### config.mk
export PLATFORM = sky130hd
export DESIGN_NAME = lfu_cache_policy
export DESIGN_NICKNAME = d
export VERILOG_FILES = /design/src/rtl/lfu_pkg.sv /design/src/rtl/lfu_cache_policy.sv /design/src/rtl/lfu_store.sv /design/src/rtl/lfu_seq.sv
export SDC_FILE = /design/constraint.sdc
export NUM_CORES = 1
export LEC_CHECK = 0
export ABC_AREA = 1
export BUFFER_PORTS_ARGS = -buffer_cell sky130_fd_sc_hd__buf_2
export CAP_MARGIN = 20
export CORE_ASPECT_RATIO = 2
export CORE_MARGIN = 2
export CORE_UTILIZATION = 30
export CTS_CLUSTER_SIZE = 25
export DETAILED_ROUTE_END_ITERATION = 8
export GPL_ROUTABILITY_DRIVEN = 0
export PLACE_DENSITY_LB_ADDON = 0.25
export SETUP_SLACK_MARGIN = 0.3
export SLEW_MARGIN = 20
export SYNTH_ARGS = -nofsm -noshare
export SYNTH_HDL_FRONTEND = slang
export SYNTH_SLANG_ARGS = --single-unit
export TNS_END_PERCENT = 20
### constraint.sdc
create_clock -name clock -period 11.5 [get_ports clock]
set_clock_uncertainty 0.1 [all_clocks]
set_input_delay 1.15 -clock clock [delete_from_list [all_inputs] [get_ports clock]]
set_output_delay 1.15 -clock clock [all_outputs]
set_load 0.005 [all_outputs]
### src/rtl/lfu_pkg.sv
package lfu_pkg;

   localparam int CAP_W  = 5;
   localparam int DATA_W = 32;

   localparam logic [CAP_W-1:0]  CAP_RESET  = 5'd16;
   localparam logic [DATA_W-1:0] MISS_VALUE = 32'hFFFF_FFFF;

   localparam logic REQ_GET = 1'b0;
   localparam logic REQ_PUT = 1'b1;

   typedef struct packed {
      logic                     req_type;
      logic signed [DATA_W-1:0] key;
      logic signed [DATA_W-1:0] value;
   } lfu_req_type;

   typedef struct packed {
      logic                     hit;
      logic signed [DATA_W-1:0] read_value;
   } lfu_rsp_type;

   // entry store write command
   typedef struct packed {
      logic fill;   // rewrite the whole entry, marks it valid
      logic dec;    // recency rank minus one
   } lfu_wr_type;

endpackage

### src/rtl/lfu_cache_policy.sv
// channel   direction  payload                       transfer
// req       in         lfu_req_type (type, key, val)  req_valid & req_ready
// rsp       out        lfu_rsp_type (hit, value)      rsp_valid & rsp_ready
// csr       in         capacity, 5 bits               csr_valid & csr_ready
//
// A request walks the entry store one entry per cycle: a first pass finds the key, a
// free slot and the eviction victim, then, when an entry changes, a second pass
// rewrites it and shifts recency ranks.
// Reset clears the valid bits; capacity returns to 16.
// req_ready is low while a request is in work; the result register lets the next
// request in while a result still waits on rsp_ready.
module lfu_cache_policy #(
   parameter int MAX_ENTRIES = 16,
   parameter int KEY_BITS    = 32,
   parameter int COUNT_BITS  = 16
) (
   input  logic                        clock,
   input  logic                        reset,
   input  logic                        req_valid,
   output logic                        req_ready,
   input  lfu_pkg::lfu_req_type        req_payload,
   output logic                        rsp_valid,
   input  logic                        rsp_ready,
   output lfu_pkg::lfu_rsp_type        rsp_payload,
   input  logic                        csr_valid,
   output logic                        csr_ready,
   input  logic [lfu_pkg::CAP_W-1:0]   csr_data
);
   import lfu_pkg::*;

   localparam int KW = (KEY_BITS < DATA_W) ? KEY_BITS : DATA_W;
   localparam int IW = (MAX_ENTRIES > 1) ? $clog2(MAX_ENTRIES) : 1;
   localparam int UW = $clog2(MAX_ENTRIES + 1);

   logic [CAP_W-1:0] cap_ff, cap_in;
   logic             rsp_valid_ff, rsp_valid_in;
   lfu_rsp_type      rsp_ff, rsp_in;

   logic              req_fire;
   logic [UW-1:0]     eff_cap;
   logic [31:0]       cap_wide;
   logic              out_free;
   logic              done;
   lfu_rsp_type       seq_rsp;
   logic [IW-1:0]     st_idx;
   lfu_wr_type        st_cmd;
   logic [KW-1:0]     st_wr_key;
   logic [DATA_W-1:0] st_wr_value;
   logic [COUNT_BITS-1:0] st_wr_count;
   logic [IW-1:0]     st_wr_rank;
   logic              st_rd_valid;
   logic [KW-1:0]     st_rd_key;
   logic [DATA_W-1:0] st_rd_value;
   logic [COUNT_BITS-1:0] st_rd_count;
   logic [IW-1:0]     st_rd_rank;

   assign csr_ready = 1'b1;
   assign cap_in    = (csr_valid && csr_ready) ? csr_data : cap_ff;
   assign cap_wide  = 32'(cap_ff);
   assign eff_cap   = (cap_wide > 32'(MAX_ENTRIES)) ? UW'(MAX_ENTRIES) : UW'(cap_wide);

   assign req_fire = req_valid && req_ready;
   assign out_free = !rsp_valid_ff || rsp_ready;

   assign rsp_valid_in = done ? 1'b1 : (rsp_ready ? 1'b0 : rsp_valid_ff);
   assign rsp_in       = done ? seq_rsp : rsp_ff;
   assign rsp_valid    = rsp_valid_ff;
   assign rsp_payload  = rsp_ff;

   always_ff @(posedge clock) begin
      if (reset) begin
         cap_ff       <= CAP_RESET;
         rsp_valid_ff <= 1'b0;
      end else begin
         cap_ff       <= cap_in;
         rsp_valid_ff <= rsp_valid_in;
      end
   end

   always_ff @(posedge clock) begin
      rsp_ff <= rsp_in;
   end

   lfu_seq #(
      .N  (MAX_ENTRIES),
      .KW (KW),
      .CW (COUNT_BITS),
      .IW (IW),
      .UW (UW)
   ) u_seq (
      .clock       (clock),
      .reset       (reset),
      .req_fire    (req_fire),
      .req_payload (req_payload),
      .req_ready   (req_ready),
      .eff_cap     (eff_cap),
      .out_free    (out_free),
      .done        (done),
      .rsp         (seq_rsp),
      .st_idx      (st_idx),
      .st_cmd      (st_cmd),
      .st_wr_key   (st_wr_key),
      .st_wr_value (st_wr_value),
      .st_wr_count (st_wr_count),
      .st_wr_rank  (st_wr_rank),
      .st_rd_valid (st_rd_valid),
      .st_rd_key   (st_rd_key),
      .st_rd_value (st_rd_value),
      .st_rd_count (st_rd_count),
      .st_rd_rank  (st_rd_rank)
   );

   lfu_store #(
      .N  (MAX_ENTRIES),
      .KW (KW),
      .CW (COUNT_BITS),
      .IW (IW)
   ) u_store (
      .clock    (clock),
      .reset    (reset),
      .idx      (st_idx),
      .cmd      (st_cmd),
      .wr_key   (st_wr_key),
      .wr_value (st_wr_value),
      .wr_count (st_wr_count),
      .wr_rank  (st_wr_rank),
      .rd_valid (st_rd_valid),
      .rd_key   (st_rd_key),
      .rd_value (st_rd_value),
      .rd_count (st_rd_count),
      .rd_rank  (st_rd_rank)
   );

endmodule

### src/rtl/lfu_store.sv
module lfu_store #(
   parameter int N  = 16,
   parameter int KW = 32,
   parameter int CW = 16,
   parameter int IW = 4
) (
   input  logic                        clock,
   input  logic                        reset,
   input  logic [IW-1:0]               idx,
   input  lfu_pkg::lfu_wr_type         cmd,
   input  logic [KW-1:0]               wr_key,
   input  logic [lfu_pkg::DATA_W-1:0]  wr_value,
   input  logic [CW-1:0]               wr_count,
   input  logic [IW-1:0]               wr_rank,
   output logic                        rd_valid,
   output logic [KW-1:0]               rd_key,
   output logic [lfu_pkg::DATA_W-1:0]  rd_value,
   output logic [CW-1:0]               rd_count,
   output logic [IW-1:0]               rd_rank
);
   import lfu_pkg::*;

   logic              valid_ff [N];
   logic [KW-1:0]     key_ff   [N];
   logic [DATA_W-1:0] value_ff [N];
   logic [CW-1:0]     count_ff [N];
   logic [IW-1:0]     rank_ff  [N];

   assign rd_valid = valid_ff[idx];
   assign rd_key   = key_ff[idx];
   assign rd_value = value_ff[idx];
   assign rd_count = count_ff[idx];
   assign rd_rank  = rank_ff[idx];

   always_ff @(posedge clock) begin
      if (reset) begin
         for (int i = 0; i < N; i++) begin
            valid_ff[i] <= 1'b0;
         end
      end else if (cmd.fill) begin
         valid_ff[idx] <= 1'b1;
      end
   end

   always_ff @(posedge clock) begin
      if (cmd.fill) begin
         key_ff[idx]   <= wr_key;
         value_ff[idx] <= wr_value;
         count_ff[idx] <= wr_count;
         rank_ff[idx]  <= wr_rank;
      end else if (cmd.dec) begin
         rank_ff[idx]  <= rank_ff[idx] - IW'(1);
      end
   end

endmodule

### src/rtl/lfu_seq.sv
module lfu_seq #(
   parameter int N  = 16,
   parameter int KW = 32,
   parameter int CW = 16,
   parameter int IW = 4,
   parameter int UW = 5
) (
   input  logic                        clock,
   input  logic                        reset,
   input  logic                        req_fire,
   input  lfu_pkg::lfu_req_type        req_payload,
   output logic                        req_ready,
   input  logic [UW-1:0]               eff_cap,
   input  logic                        out_free,
   output logic                        done,
   output lfu_pkg::lfu_rsp_type        rsp,
   output logic [IW-1:0]               st_idx,
   output lfu_pkg::lfu_wr_type         st_cmd,
   output logic [KW-1:0]               st_wr_key,
   output logic [lfu_pkg::DATA_W-1:0]  st_wr_value,
   output logic [CW-1:0]               st_wr_count,
   output logic [IW-1:0]               st_wr_rank,
   input  logic                        st_rd_valid,
   input  logic [KW-1:0]               st_rd_key,
   input  logic [lfu_pkg::DATA_W-1:0]  st_rd_value,
   input  logic [CW-1:0]               st_rd_count,
   input  logic [IW-1:0]               st_rd_rank
);
   import lfu_pkg::*;

   typedef enum logic [4:0] {
      ST_IDLE   = 5'b00001,
      ST_SCAN   = 5'b00010,
      ST_DECIDE = 5'b00100,
      ST_UPD    = 5'b01000,
      ST_DONE   = 5'b10000
   } state_type;

   localparam logic [CW-1:0] COUNT_MAX = {CW{1'b1}};
   localparam logic [IW-1:0] IDX_LAST  = IW'(N - 1);

   state_type         state_ff, state_in;
   logic [IW-1:0]     idx_ff, idx_in;
   logic [UW-1:0]     used_ff, used_in;
   logic              is_put_ff, is_put_in;
   logic [KW-1:0]     key_ff, key_in;
   logic [DATA_W-1:0] value_ff, value_in;
   logic              found_ff, found_in;
   logic [IW-1:0]     slot_ff, slot_in;
   logic [IW-1:0]     slot_rank_ff, slot_rank_in;
   logic [CW-1:0]     slot_count_ff, slot_count_in;
   logic [DATA_W-1:0] slot_value_ff, slot_value_in;
   logic              free_found_ff, free_found_in;
   logic [IW-1:0]     free_ff, free_in;
   logic              vic_any_ff, vic_any_in;
   logic [IW-1:0]     vic_ff, vic_in;
   logic [CW-1:0]     vic_count_ff, vic_count_in;
   logic [IW-1:0]     vic_rank_ff, vic_rank_in;
   logic [IW-1:0]     tgt_ff, tgt_in;
   logic              close_ff, close_in;
   logic [IW-1:0]     close_rank_ff, close_rank_in;
   logic [IW-1:0]     new_rank_ff, new_rank_in;
   logic [CW-1:0]     new_count_ff, new_count_in;
   logic [DATA_W-1:0] new_value_ff, new_value_in;

   logic          last;
   logic          match;
   logic          vic_better;
   logic          touch;
   logic [CW-1:0] inc_count;
   logic [IW-1:0] top_rank;

   assign last       = (idx_ff == IDX_LAST);
   assign match      = st_rd_valid && (st_rd_key == key_ff);
   assign vic_better = st_rd_valid && (!vic_any_ff || (st_rd_count < vic_count_ff) ||
                       ((st_rd_count == vic_count_ff) && (st_rd_rank < vic_rank_ff)));
   assign inc_count  = (slot_count_ff == COUNT_MAX) ? slot_count_ff
                                                    : slot_count_ff + CW'(1);
   assign top_rank   = IW'(used_ff - UW'(1));
   assign touch      = found_ff && (!is_put_ff || (eff_cap != '0));

   assign req_ready   = (state_ff == ST_IDLE);
   assign st_idx      = idx_ff;
   assign st_wr_key   = key_ff;
   assign st_wr_value = new_value_ff;
   assign st_wr_count = new_count_ff;
   assign st_wr_rank  = new_rank_ff;

   assign rsp.hit        = found_ff;
   assign rsp.read_value = (!is_put_ff && found_ff) ? slot_value_ff : MISS_VALUE;

   always_comb begin
      state_in      = state_ff;
      idx_in        = idx_ff;
      used_in       = used_ff;
      is_put_in     = is_put_ff;
      key_in        = key_ff;
      value_in      = value_ff;
      found_in      = found_ff;
      slot_in       = slot_ff;
      slot_rank_in  = slot_rank_ff;
      slot_count_in = slot_count_ff;
      slot_value_in = slot_value_ff;
      free_found_in = free_found_ff;
      free_in       = free_ff;
      vic_any_in    = vic_any_ff;
      vic_in        = vic_ff;
      vic_count_in  = vic_count_ff;
      vic_rank_in   = vic_rank_ff;
      tgt_in        = tgt_ff;
      close_in      = close_ff;
      close_rank_in = close_rank_ff;
      new_rank_in   = new_rank_ff;
      new_count_in  = new_count_ff;
      new_value_in  = new_value_ff;
      st_cmd        = '0;
      done          = 1'b0;

      case (state_ff)
         ST_IDLE: begin
            if (req_fire) begin
               state_in      = ST_SCAN;
               idx_in        = '0;
               is_put_in     = (req_payload.req_type == REQ_PUT);
               key_in        = req_payload.key[KW-1:0];
               value_in      = req_payload.value;
               found_in      = 1'b0;
               free_found_in = 1'b0;
               vic_any_in    = 1'b0;
            end
         end
         ST_SCAN: begin
            if (match && !found_ff) begin
               found_in      = 1'b1;
               slot_in       = idx_ff;
               slot_rank_in  = st_rd_rank;
               slot_count_in = st_rd_count;
               slot_value_in = st_rd_value;
            end
            if (!st_rd_valid && !free_found_ff) begin
               free_found_in = 1'b1;
               free_in       = idx_ff;
            end
            if (vic_better) begin
               vic_any_in   = 1'b1;
               vic_in       = idx_ff;
               vic_count_in = st_rd_count;
               vic_rank_in  = st_rd_rank;
            end
            idx_in = idx_ff + IW'(1);
            if (last) begin
               state_in = ST_DECIDE;
            end
         end
         ST_DECIDE: begin
            idx_in   = '0;
            state_in = ST_DONE;
            if (touch) begin
               state_in      = ST_UPD;
               tgt_in        = slot_ff;
               close_in      = 1'b1;
               close_rank_in = slot_rank_ff;
               new_rank_in   = top_rank;
               new_count_in  = inc_count;
               new_value_in  = is_put_ff ? value_ff : slot_value_ff;
            end else if (is_put_ff && !found_ff && (eff_cap != '0)) begin
               new_count_in = CW'(1);
               new_value_in = value_ff;
               if ((used_ff < eff_cap) && free_found_ff) begin
                  state_in    = ST_UPD;
                  tgt_in      = free_ff;
                  close_in    = 1'b0;
                  new_rank_in = IW'(used_ff);
                  used_in     = used_ff + UW'(1);
               end else if (vic_any_ff) begin
                  state_in      = ST_UPD;
                  tgt_in        = vic_ff;
                  close_in      = 1'b1;
                  close_rank_in = vic_rank_ff;
                  new_rank_in   = top_rank;
               end
            end
         end
         ST_UPD: begin
            if (idx_ff == tgt_ff) begin
               st_cmd.fill = 1'b1;
            end else if (st_rd_valid && close_ff && (st_rd_rank > close_rank_ff)) begin
               st_cmd.dec = 1'b1;
            end
            idx_in = idx_ff + IW'(1);
            if (last) begin
               state_in = ST_DONE;
            end
         end
         ST_DONE: begin
            if (out_free) begin
               done     = 1'b1;
               state_in = ST_IDLE;
            end
         end
         default: begin
            state_in = ST_IDLE;
         end
      endcase
   end

   always_ff @(posedge clock) begin
      if (reset) begin
         state_ff <= ST_IDLE;
         used_ff  <= '0;
      end else begin
         state_ff <= state_in;
         used_ff  <= used_in;
      end
   end

   always_ff @(posedge clock) begin
      idx_ff        <= idx_in;
      is_put_ff     <= is_put_in;
      key_ff        <= key_in;
      value_ff      <= value_in;
      found_ff      <= found_in;
      slot_ff       <= slot_in;
      slot_rank_ff  <= slot_rank_in;
      slot_count_ff <= slot_count_in;
      slot_value_ff <= slot_value_in;
      free_found_ff <= free_found_in;
      free_ff       <= free_in;
      vic_any_ff    <= vic_any_in;
      vic_ff        <= vic_in;
      vic_count_ff  <= vic_count_in;
      vic_rank_ff   <= vic_rank_in;
      tgt_ff        <= tgt_in;
      close_ff      <= close_in;
      close_rank_ff <= close_rank_in;
      new_rank_ff   <= new_rank_in;
      new_count_ff  <= new_count_in;
      new_value_ff  <= new_value_in;
   end

endmodule
* Yosys cells after proc, flatten, opt, wreduce, memory -nomap -nowiden
Memories as Yosys holds them, arrays and structs flattened. A register that Yosys moved wholly into a read port is not among the register bits. Index checks and enable logic that the tools add are counted. W data, S select, Z words.
Word-level totals: bits in registers 234, input port bits 75, output and inout port bits 36, memories 5, word-level logic and storage cells 171, bits in writable memories 1360
Memories:
- u_store.key_ff | words 16, width 32, read ports 1, clocked after Yosys merged registers in 1, write ports 1, RTL line lfu_store.sv:24 | logic [KW-1:0] key_ff [N];
- u_store.value_ff | words 16, width 32, read ports 1, clocked after Yosys merged registers in 1, write ports 1, RTL line lfu_store.sv:25 | logic [DATA_W-1:0] value_ff [N];
- u_store.count_ff | words 16, width 16, read ports 1, clocked after Yosys merged registers in 1, write ports 1, RTL line lfu_store.sv:26 | logic [CW-1:0] count_ff [N];
- u_store.rank_ff | words 16, width 4, read ports 1, clocked after Yosys merged registers in 1, write ports 1, RTL line lfu_store.sv:27 | logic [IW-1:0] rank_ff [N];
- u_store.valid_ff | words 16, width 1, read ports 1, clocked after Yosys merged registers in 1, write ports 16, RTL line lfu_store.sv:23 | logic valid_ff [N];
Cells by class: bitwise operators 2, $lt $le $gt $ge 5, add/sub/neg operators 5, reductions and logical operators 45, muxes and demuxes 65, equality and inequality tests 18
Operators by type and width (count):
- $mux W32 | 3
- $mux W4 | 19
- $mux W16 | 3
- $mux W5 | 9
- $eq A32 B32 Y1 | 1
- $mux W1 | 25
- $pmux W5 S5 | 1
- $add A16 B1 Y16 const B | 1
- $eq A16 B16 Y1 | 1
- $eq A16 B16 Y1 const B | 1
- $lt A16 B16 Y1 | 1
- $ne A2 B1 Y1 const B | 7
- $logic_and A1 B1 Y1 | 13
- $pmux W4 S3 | 1
- $reduce_and A2 Y1 | 6
- $reduce_and A3 Y1 | 4
- $reduce_and A4 Y1 | 3
- $reduce_bool A2 Y1 | 4
- $sub A4 B1 Y4 const B | 2
- $logic_not A1 Y1 | 6
- $pmux W1 S2 | 3
- $reduce_bool A3 Y1 | 2
- $add A5 B1 Y5 const B | 1
- $eq A5 B1 Y1 const B | 1
- 19 further kinds | 22

* Depth between registers and ports, before layout
Gate-level depths: netlist (run 1).
depth in word-level cells 10, depth in mapped cells 21, mapped depth without buffers 17

* Modules after synthesis
From an unflattened synthesis (run 1), not the netlist that was laid out.
Unflattened totals: cells, all modules 4082, area total of the unflattened synthesis 61511.5 um^2
Modules (own cells, without submodules):
- lfu_store | area an instance 50601.0 um^2, cells each 3216, times used 1, sequential area each 40679.0 um^2
- lfu_seq | area an instance 9648.0 um^2, cells each 790, times used 1, sequential area each 6716.4 um^2
- lfu_cache_policy | area an instance 1262.5 um^2, cells each 76, times used 1, sequential area each 1111.1 um^2

* Worst setup path before layout (run 1)
Ideal clock, no wire load.
kind register -> register, from reg u_seq.idx_ff[0], in the netlist u_seq.st_idx[0], to mem u_store.count_ff[2][0], enable pin, slack 5.790 ns, data arrival time 5.091 ns, period minus slack after synthesis 5.710 ns, stages on the path, launching flop included 9, buffers on the path 4, path through edfxtp_1 buf_2 buf_2 inv_1 buf_2 buf_1 ha_1 nand2_1 nor2_1
On the way: cells in the longest elaborated chain, start to end 5
RTL lines:
- from (decl) | RTL line lfu_seq.sv:43 | logic [IW-1:0] idx_ff, idx_in;
- from (signal assigned) | RTL line lfu_seq.sv:218 | idx_ff <= idx_in;
- $eq A4 B4 Y1 | RTL line lfu_seq.sv:185 | if (idx_ff == tgt_ff) begin
- $mux W1 | RTL line lfu_seq.sv:185
- $mux W2 | RTL line lfu_seq.sv:119 | case (state_ff)
- $mux W1 | RTL line lfu_store.sv:46 | if (cmd.fill) begin
- $mux W1 (not written as such) | RTL line lfu_store.sv:49 | count_ff[idx] <= wr_count;
- to (decl) | RTL line lfu_store.sv:26
Several ways; a longest one is shown, not always the timed one.

==> impl_summary.txt, run 1 <==
----------------------------------------------------
[Placement]
  I/O Buffers ... 109
  Final HPWL from detailed placement ... around 100000 µm
  # placed instances ... between 7k and 8k

[Logic synthesis]
  Synthesized-area fraction occupied by ao, oa, aoi and oai cells ... 7.88%
  Post-Synth Simple-Gate Area ... between 10% and 20%
  Dominant cell by count in the synthesized netlist ... edfxtp_1
  Syn Area/Cell ... approximately 13 µm²
  Multiplexer share of the synthesized area ... 0%
  Syn Std Cell Area ... 0.0649 mm²
  Post-Synth Adder-Cell Area ... 0.674%
  Number of enable flip-flop cells after synthesis ... about 1.6k
  Number of warnings printed during yosys synthesis ... 0
  Main combinational cell family by area after synthesis ... simple AND/OR/NAND/NOR gates
  Synth cell count leaders ... edfxtp_1 (1594), nand2_1 (855), nor2_1 (674)
  Area share of the largest cell type after synthesis ... 73.7%
  Mapped Cells ... between 5k and 6k
  Leading post-synthesis cells by cell area ... edfxtp_1 (74%), nand2_1 (4.9%), o21ai_0 (4.2%)
  Number of distinct library cells after synthesis ... 47
  Sequential share of the synthesized area ... between 70% and 80%
  Post-Synth XOR/XNOR Area ... less than 1%
  Flip-flop and latch count after synthesis ... between 1.5k and 2k
  Commonest register cell after synthesis ... edfxtp_1
  Post-synthesis net count ... between 5k and 6k
  FFs w/ async S/R, synth ... 0%
  Most area-hungry cell type in the Yosys netlist ... edfxtp_1

[STA]
  Post-layout min period ... between 6 and 7 ns
  Number of setup violations in the final report ... 0
  RSZ-0062 raised after global routing ... no
  Final-report max-slew violation count ... 0
  Worst hold margin ... ~0.37 ns
  F_max ... about 150 MHz
  Post-route fraction of the period consumed by the critical path ... about 57%
  Slew at the pin closest to its max-slew limit ... about 1.1 ns
  Total negative slack for setup checks ... 0 ns
  Hold violation total from the final report ... 0
  Worst max-slew margin expressed relative to the limit ... between 20% and 30%

[Status]
  Status ... complete, no violations

[Detailed routing]
  DRC errors left ... 0
  DRT iter0 DRCs ... about 3.2k
  Total wire length after detailed routing ... ~190000 µm
  First-pass iteration count of the detailed router ... 6
  Detailed-route wire length per cell ... approximately 23 µm
  Total vias in the final route ... 40.3k
  Number of vias per cell after detailed routing ... between 4 and 5
  Number of routed nets with antenna violations ... 0

[Critical path]
  Most common cell on crit path ... nand2_1
  Nature of the critical path startpoint ... register
  Worst-case register-to-register setup slack ... slightly below 5 ns
  Termination of the worst setup path ... u_seq.vic_rank_ff[0]
  Cell Chain, Critical Path ... clkinv_8, buf_12, o21ai_0, o22ai_1, o211ai_1, nand2_1, ha_1, nand2_1, nor4_1, nand2_1, a31oi_1, nand2_1, nand2_1, clkinv_1
  Worst Path Required ... roughly 12 ns
  Cell depth of the worst flop-to-flop path ... 14
  Endpoint type of the worst setup path ... register
  Peak fanout along the critical path ... 180
  Worst r2r dst ... u_seq.vic_rank_ff[0]
  CP peak stage delay ... 0.81 ns
  Gate family responsible for the most delay along the worst path ... buffers and inverters
  Crit path buf inv count ... 3
  Classification of the worst setup path ... reg2reg
  Data arrival time of the critical path ... about 6.6 ns
  Slowest stage cell on the critical path ... dfxtp_4
  Total number of cells along the worst setup path ... 14

[Clock network]
  Post-CTS resize count ... 0
  Num Clock Sinks ... ~1.6k
  Clock H-tree levels ... 4
  Num CTS Buffers ... 159
  Clock latency on the worst-skew pair ... just under 0.8 ns
  Clock transition time at the flip-flop clock pins of the worst setup and hold paths ... 0.06 ns
  TritonCTS clock tree ... yes
  Post-CTS Setup Bufs ... 0
  Clk root buf ... clkbuf_16
  Hold buffer count at CTS ... 0
  Clock buffer depth ... 4

[Global route]
  Largest net degree at the start of global routing ... ~220
  Grt ovf ... 0
  Vias in the first global route ... 39.8k
  Antenna violations before repair ... 16
  Global-route usage over all layers ... ~17%
  Global-route wire length before repair ... 271000 µm

[Power and ir drop]
  Pwr dens ... 221 mW/mm²
  Post-layout total power ... ~16 mW
  Clock group share of total power ... 31.6%
  Sequential share of power ... around 43%
  Share of power burned in combinational logic ... 25.1%
  Internal Power ... 10.8 mW
  Total net switching power ... 5.43 mW
  LEAKAGE ... about 25 nW
  Sw Share ... about a third
  Largest voltage drop on the vdd net ... 0.157 mV

[Final layout]
  Total of fill cells in the finished design ... about 21k
  Sequential Area ... between 0.04 and 0.05 mm²
  Final Instance Count excl. Fillers ... around 8.1k
  Net count of the finished layout ... approximately 5.3k
  Utilization after layout ... 34.1%
  Ratio of cells with drive above 1 in the final layout ... 9.28%
  Area of combinational cells with multiple inputs ... about 0.014 mm²
  Layout Area Growth over Synthesis ... 12.9%

[Floorplanning]
  Placeable Area ... between 0.2 and 0.25 mm²
  Floorplan die area ... between 0.2 and 0.25 mm²
  Die span in x ... about 330 µm
  Num ports ... between 100 and 150
  Height of the chip ... roughly 660 µm
  Initial standard-cell utilization of the core ... between 30% and 40%
  # rows ... between 200 and 250

[Run]
  Max-cap violations ... 0

[Hold path]
  Class of the most critical hold timing path ... reg2reg

----------------------------------------------------
-- stage by stage --
stage               cell area, µm²  worst slack [ns]
floorplan                    64900              5.79
global placement             68400              4.87
detailed placement           68400              5.21
CTS                          73300              5.19
global route                 73300              4.52
finish                       73300              4.97
-- worst min-delay path by stage --
stage / start / end / cells after the start
floorplan: u_store.valid_ff[12] / u_store.valid_ff[12] / 2
global placement: u_store.valid_ff[12] / u_store.valid_ff[12] / 2
detailed placement: u_store.valid_ff[12] / u_store.valid_ff[12] / 2
CTS: u_seq.used_ff[4] / u_seq.used_ff[4] / 2
global route: u_seq.used_ff[4] / u_seq.used_ff[4] / 2
finish: u_seq.used_ff[4] / u_seq.used_ff[4] / 2
-- power groups by stage --
stage,sequential (mW),combinational (mW),clock (mW)
global placement,7.16,4.10,0
finish,7.03,4.08,5.13
CTS,7.03,4.15,5.25
global route,7.05,4.52,5.45
floorplan,7.00,2.85,0
detailed placement,7.16,4.14,0
-- registers in the layout (all words and copies together), names as in the netlist, 5 cells and up, named ones only --
| register | count |
|---|---|
| cap_ff | 5 |
| rsp_payload | 33 |
| u_seq.slot_count_ff | 16 |
| u_seq.slot_value_ff | 32 |
| u_seq.st_wr_count | 16 |
| u_seq.st_wr_key | 32 |
| u_seq.st_wr_value | 32 |
| u_seq.state_ff | 5 |
| u_seq.used_ff | 5 |
| u_seq.value_ff | 32 |
| u_seq.vic_count_ff | 16 |
| u_store.count_ff | 256 |
| u_store.key_ff | 512 |
| u_store.rank_ff | 64 |
| u_store.valid_ff | 16 |
| u_store.value_ff | 512 |
-- worst register-to-register path, delay by kind of cell (launching register included) --
kind | cells | cell delay [ns]
adders and majority gates | 1 | 0.34
AOI/OAI and AO/OA | 4 | 1.24
and+or+nand+nor | 6 | 1.32
DFF | 1 | 0.81
buffers and inverters | 3 | 2.15
-- cell families (layout without fill, tap and decap cells) --
group	Yosys count	after routing
compound gates	900	900
buf+inv	592	764
fa+ha+maj	35	35
other cells	1	3
flops	1630	1630
xor+xnor	13	13
simple gates	1957	1957
-- cells in the final DEF (no fill, tap or decap), types with 30 or more instances in the layout --
master	netlist	routed
clkinv_2	0	30
a21oi_1	33	32
edfxtp_1	1594	1594
inv_1	296	291
nor2_1	674	652
dfxtp_1	36	32
nand3_1	314	314
nand2_1	855	855
nand4_1	43	43
o21ai_0	551	551
buf_4	23	69
clkbuf_1	150	31
o22ai_1	162	162
ha_1	35	35
clkbuf_16	0	161
o211ai_1	61	61
o221ai_1	53	53
buf_2	70	109
or2_2	35	35
-- area by class of cell --
type / instances / area share, %
diodes: 2 / 0.00682
clock inverters: 83 / 1.08
inverters: 303 / 1.60
repair buffers: 185 / 1.64
well taps: 2794 / 4.77
multi-input cells: 2906 / 19.0
flip-flops and latches: 1630 / 66.3
clock buffers: 193 / 5.67
-- metal layers --
metal | share of wire, % | wire (µm) | GRT usage [%]
met5 | 0.030 | 57 | 0
met4 | 3.3 | 6220 | 5.98
met3 | 4.2 | 7880 | 1.83
met2 | 53 | 99800 | 31.2
met1 | 39 | 73200 | 19.3
Power figures use the tool's default switching activity.
==> run 2, diff against run 1 <==
Clock period 11.5 ns to 6.3 ns, I/O delays scaled along.
==> run 2 against run 1 <==
Register-to-register slack worse by 3.8 ns. Cell count is 0.96% higher. Clock power is 84% higher. Highest routed layer is now met4. Fmax is 27% higher.
==> impl_summary.txt, run 2 (synthesized netlist as in run 1, its figures left out) <==
----------------------------------------------------
[STA]
  Hold violation total from the final report ... 0 (unchanged)
  Worst max-slew margin expressed relative to the limit ... 15.4% (-9.1 points)
  Worst-case setup margin in the final layout ... 1.17 ns (-3.80 ns)
  Total negative slack for setup checks ... 0 ns (unchanged)
  Number of setup violations in the final report ... 0 (unchanged)
  Post-layout min period ... 5.13 ns (-1.40 ns)
  Final-report max-slew violation count ... 0 (unchanged)
  Slew at the pin closest to its max-slew limit ... 1.27 ns (+0.136 ns)
  Worst hold margin ... 0.0191 ns (-0.353 ns)
  RSZ-0062 raised after global routing ... no
  F_max ... 195 MHz (+27%)
  Post-route fraction of the period consumed by the critical path ... 81.4% (+25 points)

[Clock network]
  Clock buffer depth ... 4 (unchanged)
  TritonCTS clock tree ... yes
  Num Clock Sinks ... 1630 (unchanged)
  Clock latency on the worst-skew pair ... 0.79 ns (about the same)
  Clock H-tree levels ... 4 (unchanged)
  Num CTS Buffers ... 160 (+0.63%)
  Clock transition time at the flip-flop clock pins of the worst setup and hold paths ... 0.06 ns (about the same)
  Post-CTS Setup Bufs ... 0 (unchanged)
  Post-CTS resize count ... 0 (unchanged)
  Clk root buf ... clkbuf_16
  Hold buffer count at CTS ... 63 (+63)

[Final layout]
  Layout Area Growth over Synthesis ... 14.4%
  Area of combinational cells with multiple inputs ... 0.0139 mm² (unchanged)
  Total of fill cells in the finished design ... 21.1k (-0.12%)
  Utilization after layout ... 34.5% (+0.44 points)
  Ratio of cells with drive above 1 in the final layout ... 9.45% (+0.16 points)
  Regs by FF count ... u_store.key_ff x512, u_store.value_ff x512, u_store.count_ff x256
  Sequential Area ... 0.0486 mm² (unchanged)
  Most frequent cells in the layout ... edfxtp_1 (1594), nand2_1 (855), nor2_1 (652)
  Final Instance Count excl. Fillers ... 8174 (+0.96%)
  Most common library cell in the layout ignoring fill and taps ... edfxtp_1
  Net count of the finished layout ... 5379 (+1.6%)

[Detailed routing]
  Total vias in the final route ... 40.5k (+0.36%)
  DRC errors left ... 0 (unchanged)
  DRT iter0 DRCs ... 3414 (+7.4%)
  Total wire length after detailed routing ... 190000 µm (+1.3%)
  Detailed-route wire length per cell ... 23.2 µm (+0.33%)
  Number of routed nets with antenna violations ... 0 (unchanged)
  First-pass iteration count of the detailed router ... 5 (-1)
  Number of vias per cell after detailed routing ... 4.95 (-0.59%)

[Critical path]
  Nature of the critical path startpoint ... register
  CP peak stage delay ... 0.71 ns (-0.10 ns)
  Most common cell on crit path ... nand2_1
  Data arrival time of the critical path ... 5.50 ns (-1.13 ns)
  Worst-case register-to-register setup slack ... 1.17 ns (-3.80 ns)
  Classification of the worst setup path ... reg2reg
  Worst Path Required ... 6.67 ns (-4.93 ns)
  Slowest stage cell on the critical path ... nor2_4
  Peak fanout along the critical path ... 97 (-46%)
  Cell Chain, Critical Path ... clkinv_8, buf_4, nand2_1, nand2_1, nand2_1, nand3_1, nand3_1, nand2_1, nand2_1, nand2_1, nor2_1, nand2_1, nor2_1, nand3_1, nor2_4, buf_12
  Endpoint type of the worst setup path ... register

[Placement]
  I/O Buffers ... 109 (unchanged)
  # placed instances ... 7837 (+0.24%)
  Placement Setup Slack ... 1.04 ns (-4.17 ns)
  Final HPWL from detailed placement ... 104000 µm (+3.7%)

[Floorplanning]
  # rows ... 241 (unchanged)
  Placeable Area ... 0.215 mm² (unchanged)
  Height of the chip ... 662 µm (unchanged)
  Floorplan die area ... 0.220 mm² (unchanged)
  Num ports ... 111 (unchanged)
  Die span in x ... 333 µm (unchanged)
  Initial standard-cell utilization of the core ... 30.2% (unchanged)

[Power and ir drop]
  Largest voltage drop on the vdd net ... 0.283 mV (+81%)
  LEAKAGE ... 25.4 nW (+1.6%)
  Pwr dens ... 401 mW/mm² (+81%)

[Global route]
  Vias in the first global route ... 40.5k (+1.8%)
  Global-route usage over all layers ... 16.8% (+0.26 points)
  Grt ovf ... 0 (unchanged)
  Antenna violations before repair ... 9 (-7)
  Global-route wire length before repair ... 275000 µm (+1.4%)
  Largest net degree at the start of global routing ... 199 (-7.9%)

[Hold path]
  Class of the most critical hold timing path ... in2reg

[Status]
  Status ... complete, no violations

[Run]
  Max-cap violations ... 0 (unchanged)

----------------------------------------------------
run 2: cell count changes in the layout (fill, tap and decap cells not counted):
cell,delta
dlygate4sd3_1,+63
buf_12,+12
clkinv_2,-10
buf_4,+8
clkbuf_16,+4
inv_6,+4
bufinv_16,-2
clkbuf_1,-2
clkinv_4,+2
clkbuf_8,-1
clkinvlp_4,-1
inv_1,+1
run 2: path summary, 6_finish.rpt:
kind / start / to / depth (start not counted)
max: register / u_seq.slot_value_ff[5] / 16
min: req_payload[35] / u_seq.st_wr_key[3] / 1
max reg2reg: register / u_seq.slot_value_ff[5] / 16
min reg2reg: u_seq.used_ff[4] / u_seq.used_ff[4] / 2
run 2: worst max-delay path, delay by kind of cell (launching register included):
family,cells,cell delay (ns)
buf+inv,3,1.23
flops,1,0.70
simple gates,13,2.63
run 2: area by class of cell:
cell class / instances / area share, %
well taps: 2794 / 4.71
clock inverters: 77 / 0.980
flip-flops and latches: 1630 / 65.4
inverters: 303 / 1.58
multi-input cells: 2906 / 18.7
diodes: 2 / 0.00674
clock buffers: 194 / 5.70
repair buffers: 268 / 2.87
run 2: metrics by stage:
step | total power, mW | cell area [µm²]
floorplan | 18.0 | 64900
global placement | 20.6 | 68600
detailed placement | 20.7 | 68700
CTS | 30.2 | 74300
global route | 31.3 | 74300
finish | 29.8 | 74300
run 2: where the power goes:
| group | switching (mW) | total, mW | leakage [nW] | internal, mW |
|---|---|---|---|---|
| clock | 4.11 | 9.43 | 2.41 | 5.32 |
| sequential | 0.415 | 12.8 | 14.6 | 12.4 |
| combinational | 5.47 | 7.59 | 8.35 | 2.11 |
| total | 10.0 | 29.8 | 25.4 | 19.8 |
run 2: routing by layer:
layer  vias up  global-route usage (%)  routed length, µm
met4         0                    6.97               7720
li1      18500                       -                  -
met3       330                    1.56               7500
met2      1096                    31.2             100000
met1     20500                    19.8              74300
met5         -                       0                  0
